## src/rtl/core/ewws_pkg.sv

```systemverilog
// Shared types and constants of the exponentially weighted window smoother.
// No dependencies.
package ewws_pkg;

  localparam int SAMPLE_W  = 10;
  localparam int SMOOTH_W  = 16;
  localparam int FRAC_BITS = 6;
  localparam int WEIGHT_W  = 17;
  localparam int Q_BITS    = 16;
  localparam int CHANNELS  = 4;
  localparam int DIV_STEPS = 16;

  localparam logic [WEIGHT_W-1:0] ONE_Q16     = 17'h10000;
  localparam logic [WEIGHT_W-1:0] RATIO_RESET = 17'd58982;

  // Per-item commands from the sequencer to every lane
  typedef struct packed {
    logic wr_en;     // store the new sample
    logic clr;       // clear accumulators
    logic acc;       // accumulate the tap on the read port
    logic div_load;  // seed the divider
    logic div_step;  // one quotient bit
  } lane_ctrl_t;

endpackage

```

## src/rtl/core/ewws_lane.sv

```systemverilog
// One channel lane: sample history memory, weighted accumulator and bit-serial divider.
// Depends on ewws_pkg.
module ewws_lane #(
  parameter int HISTORY_DEPTH = 8,
  parameter int AW = (HISTORY_DEPTH > 1) ? $clog2(HISTORY_DEPTH) : 1
) (
  input  logic                          clk,
  input  ewws_pkg::lane_ctrl_t          ctl,
  input  logic [AW-1:0]                 wr_addr,
  input  logic [AW-1:0]                 rd_addr,
  input  logic [ewws_pkg::SAMPLE_W-1:0] wr_data,
  input  logic [ewws_pkg::WEIGHT_W-1:0] weight,
  output logic [ewws_pkg::SMOOTH_W-1:0] quo
);
  import ewws_pkg::*;

  localparam int LOG_D  = $clog2(HISTORY_DEPTH);
  localparam int PROD_W = SAMPLE_W + WEIGHT_W - 1;  // w <= 2^16, x <= 1023
  localparam int NUM_W  = PROD_W + LOG_D;
  localparam int DEN_W  = WEIGHT_W + LOG_D;

  logic [SAMPLE_W-1:0]          mem [HISTORY_DEPTH];
  logic [SAMPLE_W-1:0]          rd_data;
  logic [SAMPLE_W+WEIGHT_W-1:0] prod;
  logic [NUM_W-1:0]             num;
  logic [DEN_W-1:0]             den;
  logic [DEN_W-1:0]             rem;
  logic [SMOOTH_W-1:0]          lo;
  logic [DEN_W:0]               trial;
  logic                         ge;

  always_ff @(posedge clk) begin
    if (ctl.wr_en) begin
      mem[wr_addr] <= wr_data;
    end
    rd_data <= mem[rd_addr];
  end

  assign prod = weight * rd_data;

  always_ff @(posedge clk) begin
    if (ctl.clr) begin
      num <= '0;
      den <= '0;
    end else if (ctl.acc) begin
      num <= num + NUM_W'(prod);
      den <= den + DEN_W'(weight);
    end
  end

  // Dividend is num * 64; its upper part (num >> 10) is below den since
  // the weighted mean never exceeds the largest sample.
  assign trial = {rem, lo[SMOOTH_W-1]};
  assign ge    = (trial >= {1'b0, den});

  always_ff @(posedge clk) begin
    if (ctl.div_load) begin
      rem <= DEN_W'(num >> (SMOOTH_W - FRAC_BITS));
      lo  <= SMOOTH_W'(num << FRAC_BITS);
      quo <= '0;
    end else if (ctl.div_step) begin
      rem <= ge ? DEN_W'(trial - {1'b0, den}) : DEN_W'(trial);
      lo  <= lo << 1;
      quo <= {quo[SMOOTH_W-2:0], ge};
    end
  end

endmodule

```

## src/rtl/core/ewws_ctrl.sv

```systemverilog
// Sequencer: ring pointer, fill count, tap walk, shared weight generator, divide count.
// Depends on ewws_pkg.
module ewws_ctrl #(
  parameter int HISTORY_DEPTH = 8,
  parameter int AW = (HISTORY_DEPTH > 1) ? $clog2(HISTORY_DEPTH) : 1,
  parameter int CW = $clog2(HISTORY_DEPTH + 1)
) (
  input  logic                          clk,
  input  logic                          rst,
  input  logic                          in_valid,
  output logic                          in_ready,
  output logic                          out_valid,
  input  logic                          out_ready,
  input  logic [ewws_pkg::WEIGHT_W-1:0] ratio,
  output ewws_pkg::lane_ctrl_t          ctl,
  output logic [AW-1:0]                 wr_addr,
  output logic [AW-1:0]                 rd_addr,
  output logic [ewws_pkg::WEIGHT_W-1:0] weight,
  output logic                          out_load
);
  import ewws_pkg::*;

  localparam logic [1:0] S_IDLE = 2'd0;
  localparam logic [1:0] S_WALK = 2'd1;
  localparam logic [1:0] S_DIV  = 2'd2;
  localparam logic [1:0] S_OUT  = 2'd3;

  localparam logic [AW-1:0] LAST_SLOT = AW'(HISTORY_DEPTH - 1);
  localparam logic [CW-1:0] FULL      = CW'(HISTORY_DEPTH);
  localparam int            DCW       = $clog2(DIV_STEPS);

  logic [1:0]              state;
  logic [AW-1:0]           slot;
  logic [AW-1:0]           slot_next;
  logic [CW-1:0]           fill;
  logic [CW-1:0]           cnt;
  logic                    tap_v;
  logic [DCW-1:0]          div_cnt;
  logic                    accept;
  logic                    walk_done;
  logic [WEIGHT_W-1:0]     ratio_c;
  logic [2*WEIGHT_W-1:0]   wprod;

  assign in_ready  = (state == S_IDLE);
  assign accept    = in_valid && in_ready;
  assign walk_done = (state == S_WALK) && (cnt == fill) && !tap_v;
  assign out_load  = (state == S_OUT) && (!out_valid || out_ready);

  always_comb begin
    if (fill == '0) begin
      slot_next = '0;
    end else if (slot == LAST_SLOT) begin
      slot_next = '0;
    end else begin
      slot_next = slot + AW'(1);
    end
  end

  assign wr_addr = slot_next;

  always_comb begin
    ctl.wr_en    = accept;
    ctl.clr      = accept;
    ctl.acc      = tap_v;
    ctl.div_load = walk_done;
    ctl.div_step = (state == S_DIV);
  end

  // Ratios above one act as one
  assign ratio_c = (ratio > ONE_Q16) ? ONE_Q16 : ratio;
  assign wprod   = weight * ratio_c;

  always_ff @(posedge clk) begin
    if (rst) begin
      state     <= S_IDLE;
      slot      <= '0;
      fill      <= '0;
      tap_v     <= 1'b0;
      out_valid <= 1'b0;
    end else begin
      if (out_load) begin
        out_valid <= 1'b1;
      end else if (out_ready) begin
        out_valid <= 1'b0;
      end
      unique case (state)
        S_IDLE: begin
          if (accept) begin
            slot  <= slot_next;
            if (fill != FULL) begin
              fill <= fill + CW'(1);
            end
            state <= S_WALK;
          end
        end
        S_WALK: begin
          tap_v <= (cnt != fill);
          if (walk_done) begin
            state <= S_DIV;
          end
        end
        S_DIV: begin
          if (div_cnt == DCW'(DIV_STEPS - 1)) begin
            state <= S_OUT;
          end
        end
        S_OUT: begin
          if (out_load) begin
            state <= S_IDLE;
          end
        end
        default: state <= S_IDLE;
      endcase
    end
  end

  // Walk taps newest to oldest; read data is registered and arrives in the cycle after its address
  always_ff @(posedge clk) begin
    if (accept) begin
      rd_addr <= slot_next;
      cnt     <= '0;
      weight  <= ONE_Q16;
      div_cnt <= '0;
    end else begin
      if (state == S_WALK && cnt != fill) begin
        rd_addr <= (rd_addr == '0) ? LAST_SLOT : rd_addr - AW'(1);
        cnt     <= cnt + CW'(1);
      end
      if (tap_v) begin
        weight <= WEIGHT_W'(wprod >> Q_BITS);
      end
      if (state == S_DIV) begin
        div_cnt <= div_cnt + DCW'(1);
      end
    end
  end

endmodule

```

## src/rtl/core/exp_weighted_window_smoother.sv

```systemverilog
// Top level of the exponentially weighted window smoother: config register,
// sequencer, four channel lanes and the result register. Depends on ewws_pkg, ewws_ctrl and ewws_lane.
//
//   channel | handshake            | payload
//   --------+----------------------+------------------------------------------
//   in      | in_valid / in_ready  | lf/ll/rr/rf_sample, 10 bits each
//   out     | out_valid/ out_ready | lf/ll/rr/rf_smooth, 16 bits each, Q10.6
//   cfg     | cfg_we (no wait)     | cfg_data -> decay_ratio, 17 bits
//
// One request runs from accept to result as a one-tap-per-cycle walk of the
// history memories, then a restoring divide in each lane.
// A result may sit in the output register while the next request is taken;
// the lanes stall before the result load until it is taken.
// Reset (rst, synchronous) empties the history and restores decay_ratio.
module exp_weighted_window_smoother #(
  parameter int HISTORY_DEPTH = 8
) (
  input  logic                                clk,
  input  logic                                rst,
  input  logic                                in_valid,
  output logic                                in_ready,
  input  logic [ewws_pkg::SAMPLE_W-1:0]       lf_sample,
  input  logic [ewws_pkg::SAMPLE_W-1:0]       ll_sample,
  input  logic [ewws_pkg::SAMPLE_W-1:0]       rr_sample,
  input  logic [ewws_pkg::SAMPLE_W-1:0]       rf_sample,
  output logic                                out_valid,
  input  logic                                out_ready,
  output logic [ewws_pkg::SMOOTH_W-1:0]       lf_smooth,
  output logic [ewws_pkg::SMOOTH_W-1:0]       ll_smooth,
  output logic [ewws_pkg::SMOOTH_W-1:0]       rr_smooth,
  output logic [ewws_pkg::SMOOTH_W-1:0]       rf_smooth,
  input  logic                                cfg_we,
  input  logic [ewws_pkg::WEIGHT_W-1:0]       cfg_data
);
  import ewws_pkg::*;

  localparam int AW = (HISTORY_DEPTH > 1) ? $clog2(HISTORY_DEPTH) : 1;

  logic [WEIGHT_W-1:0] decay_ratio;
  lane_ctrl_t          ctl;
  logic [AW-1:0]       wr_addr;
  logic [AW-1:0]       rd_addr;
  logic [WEIGHT_W-1:0] weight;
  logic                out_load;
  logic [SAMPLE_W-1:0] samples [CHANNELS];
  logic [SMOOTH_W-1:0] quo     [CHANNELS];

  always_ff @(posedge clk) begin
    if (rst) begin
      decay_ratio <= RATIO_RESET;
    end else if (cfg_we) begin
      decay_ratio <= cfg_data;
    end
  end

  ewws_ctrl #(
    .HISTORY_DEPTH (HISTORY_DEPTH)
  ) u_ctrl (
    .clk       (clk),
    .rst       (rst),
    .in_valid  (in_valid),
    .in_ready  (in_ready),
    .out_valid (out_valid),
    .out_ready (out_ready),
    .ratio     (decay_ratio),
    .ctl       (ctl),
    .wr_addr   (wr_addr),
    .rd_addr   (rd_addr),
    .weight    (weight),
    .out_load  (out_load)
  );

  assign samples[0] = lf_sample;
  assign samples[1] = ll_sample;
  assign samples[2] = rr_sample;
  assign samples[3] = rf_sample;

  for (genvar ch = 0; ch < CHANNELS; ch++) begin : g_lane
    ewws_lane #(
      .HISTORY_DEPTH (HISTORY_DEPTH)
    ) u_lane (
      .clk     (clk),
      .ctl     (ctl),
      .wr_addr (wr_addr),
      .rd_addr (rd_addr),
      .wr_data (samples[ch]),
      .weight  (weight),
      .quo     (quo[ch])
    );
  end

  // Merge lane quotients into the result register
  always_ff @(posedge clk) begin
    if (out_load) begin
      lf_smooth <= quo[0];
      ll_smooth <= quo[1];
      rr_smooth <= quo[2];
      rf_smooth <= quo[3];
    end
  end

endmodule

```

## config.mk

```make
export PLATFORM = sky130hd
export DESIGN_NAME = exp_weighted_window_smoother
export DESIGN_NICKNAME = d
export VERILOG_FILES = /design/src/rtl/core/ewws_pkg.sv /design/src/rtl/core/ewws_lane.sv /design/src/rtl/core/ewws_ctrl.sv /design/src/rtl/core/exp_weighted_window_smoother.sv
export SDC_FILE = /design/constraint.sdc
export NUM_CORES = 2
export LEC_CHECK = 0
export ABC_AREA = 1
export BUFFER_PORTS_ARGS = -buffer_cell sky130_fd_sc_hd__buf_2
export CORE_UTILIZATION = 25
export CTS_CLUSTER_SIZE = 12
export DETAILED_ROUTE_END_ITERATION = 12
export GPL_TIMING_DRIVEN = 0
export SYNTH_ARGS = -nofsm -noshare
export SYNTH_HDL_FRONTEND = slang
export SYNTH_HIERARCHICAL = 1
export SYNTH_SLANG_ARGS = --single-unit
```

## constraint.sdc

```tcl
create_clock -name clk -period 5.8 [get_ports clk]
set_input_delay 0.87 -clock clk [delete_from_list [all_inputs] [get_ports clk]]
set_output_delay 0.87 -clock clk [all_outputs]
set_load 0.03 [all_outputs]
```

==> results.md <==
* Vias at 67220
* Cell Area, Placed at 87580 um2
* Total CTS buffers at 106
* CP Max Fanout at 8
* CTS max path bufs at 4
* Leading cell type in the layout, fill and taps excluded: nand2_1
* CTS tree: yes
* Ports at 128
* Crit-path slowest cell: fa_1
* Met3 Resource Use GR at 2.121%
* Most used cell, CP: fa_1
* Area of the multi-input gates at 48460 um2
* Post-Synth Simple-Gate Area at roughly 22%
* Insertion delay to the later sink of the worst-skew pair at 0.84 ns
* R2R depth at 25
* Critical path type: register to register
* Number of remaining DRC errors at 0
* Post-synthesis cell count at between 10000 and 15000
* CP Launch Type: register
* Root Driver: clkbuf_16
* Largest net degree at the start of global routing at 39
* H-tree Lvls at 3
* Largest stage delay, worst path at just under 0.6 ns
* Top delay family on crit path: adder cells
* Slew Viols, Final at 0
* Finish-stage setup viols at 17
* Placement Setup Slack at -2.069 ns
* Netlist cell types at 44
* Initial DRC count at 5487
* Drt pass-1 iters at 6
* Combinational family with the most area after synthesis: adder cells
* Post-Route WL at 239.8 mm
* Syn Nets at between 10000 and 15000
* Area Growth Syn to Fin at 14.61%
* Fillers at 34810
* Worst Hold Class: primary input to register
* Hold_buf cts at 0
* Fmax at about 160 MHz
* Adder-cell area share of the yosys netlist at 28.07%
* Least-Margin Pin Slew at 1.298 ns
* CTS sink cnt at 860
* Antenna Nets Post-Route at 0
* Register area at 22340 um2
* Fin worst setup slack at -0.3436 ns
* Most frequent cells in the layout: nand2_1, inv_1, nor2_1, fa_1, nand3_1
* Clock Skews at 0.04410 ns
* Design area at around 93000 um2
* CP Depth at 25
* Total global-route track usage at 14.55%
* First-pass GRT wire length at 373.4 mm
* Avg WL per Cell at 15.55 um
* Met2 Track Usage GR at 23.40%
* Post-synthesis sequential area ratio at between 20 and 30%
* Crit path buffers/inverters at 6
* Critical Path AT at 6.85 ns
* Crit share post-route at 105.9%
* Unrepaired setup endpoints after global routing: true
* Initial antenna violation count at 28
* CP required at 6.50 ns
* Share of layout cells above drive strength 1 at 8.199%
* GP Congestion at 0.9256
* Hold Path Depth at 3
* #FFs+latches synth at 860
* Number of max-cap violations at 0
* Syn_area_per_cell at 7.550 um2
* Status: complete, but fails checks
* Fin. Hold Viols at 0
* XOR/XNOR Fraction of Synth Area at 1.285%
* Initial core utilization at 25.20%
* Most used routing layer: met2
* Hpwl dp at between 150 and 200 mm
* Port bufs at around 130
* Routed vias/inst at about 4.4
* Met1 GRT Util at 19.86%
* Slew headroom at between 10 and 15%
* Die area at 326800 um2
* Row count at 208
* Vias in the first global route at between 60000 and 70000
* Synth Cell Area at 81140 um2
* Synth Area in Compound Gates at 6.646%
* Fraction of synthesized area in multiplexers at 0%
* Area of the placeable core at 321900 um2
* Clock Pin Slew Worst Setup and Hold Paths at 0.06 ns
* Failing checks: setup timing
* Crit path time final at 6.144 ns
* Yosys warns at 6
* Worst setup EP type: register
* Die height at 571.7 um
* Die Wd at 571.7 um
* Fin nets at 12430
* Remaining Overflow, GRT at 0
## cells by family after synthesis
logic type / after synthesis
DFF: 860
AOI/OAI and AO/OA: 1010
xor gates and xnor gates: 119
adders and majority gates: 1335
and+or+nand+nor: 4404
buffers and inverters: 3019
## cells in the mapped netlist (all sizes together)
cell    count  share of area, %
o211ai      1            0.0093
a31o        1             0.011
o21a        9             0.083
o21bai     28              0.26
inv      2613                12
xnor2      37              0.40
nand3b     56              0.52
o22ai      97              0.75
a31oi      41              0.32
buf        81              0.76
fa        809                20
a21boi      1            0.0093
nor4        4             0.031
o21ai     411               2.5
nand2    2650                12
ha        526               8.1
xor2       82              0.89
and2       12             0.093
a21o       18              0.17
nand3     667               4.2
nor3b       1            0.0093
nor2      918               4.3
clkbuf    316               1.5
a21oi     403               2.5
or2         6             0.046
dfxtp     357               8.8
clkinv      9             0.042
nor3       41              0.28
edfxtp    503                19
nand4      49              0.38
## metal layers
layer	up-vias	wire length (um)
li1	33170	-
met1	31620	108900
met2	1959	105800
met3	434	16090
met4	40	8846
met5	-	230
## worst paths after layout
kind / slack [ns] / startpoint / to
worst min-delay path: 0.25 / cfg_data[14] / decay_ratio[14]
worst max register to register: -0.34 / decay_ratio[11] / u_ctrl/weight[10]
worst max-delay path: -0.34 / decay_ratio[11] / u_ctrl/weight[10]
worst min register to register: 0.42 / g_lane[0].u_lane/quo[13] / lf_smooth[13]
## sequential cells by signal (all words and copies together) (netlist names), 17 cells and up
name / count
g_lane.u_lane/num: 116
g_lane.u_lane/rem: 80
u_ctrl/weight: 17
g_lane.u_lane/lo: 40
g_lane.u_lane/rd_data: 40
g_lane.u_lane/den: 80
decay_ratio: 17
g_lane.u_lane/mem: 320
g_lane.u_lane/quo: 64
## worst min-delay path, cell delays in order
cell and delay, ns:
buf_2 0.07, nand2_1 0.04, nand3_1 0.07
## final cells by class
cell class / instances / area share, %
diodes: 7 / 0.01884
repair buffers: 207 / 1.753
inverters: 2622 / 10.61
clock inverters: 51 / 0.5315
flip-flops and latches: 860 / 24.02
clock buffers: 139 / 3.062
multi-input cells: 6868 / 52.11
plain buffers: 364 / 2.099
well taps: 4305 / 5.792
## stage by stage
step,util (%),setup TNS [ns],cells,hold slack (ns)
global route,28.88,-8.944,15420,0.2231
finish,28.89,-4.971,15420,0.2507
CTS,28.59,-5.306,15410,0.1734
floorplan,-,0,10750,0.4082
global placement,27.09,-214.67,15180,0.4123
detailed placement,27.20,-61.54,15200,0.4133
## timing repair
action	in CTS	in global routing
endpoints found under the setup margin	98	94
resized for setup	278	320
buffers inserted	27	33
pin swaps	92	148
gates cloned	2	4
Power is left out: the tool's default activity adds up to more than one toggle a clock period on the data nets, which glitch-free logic cannot reach.
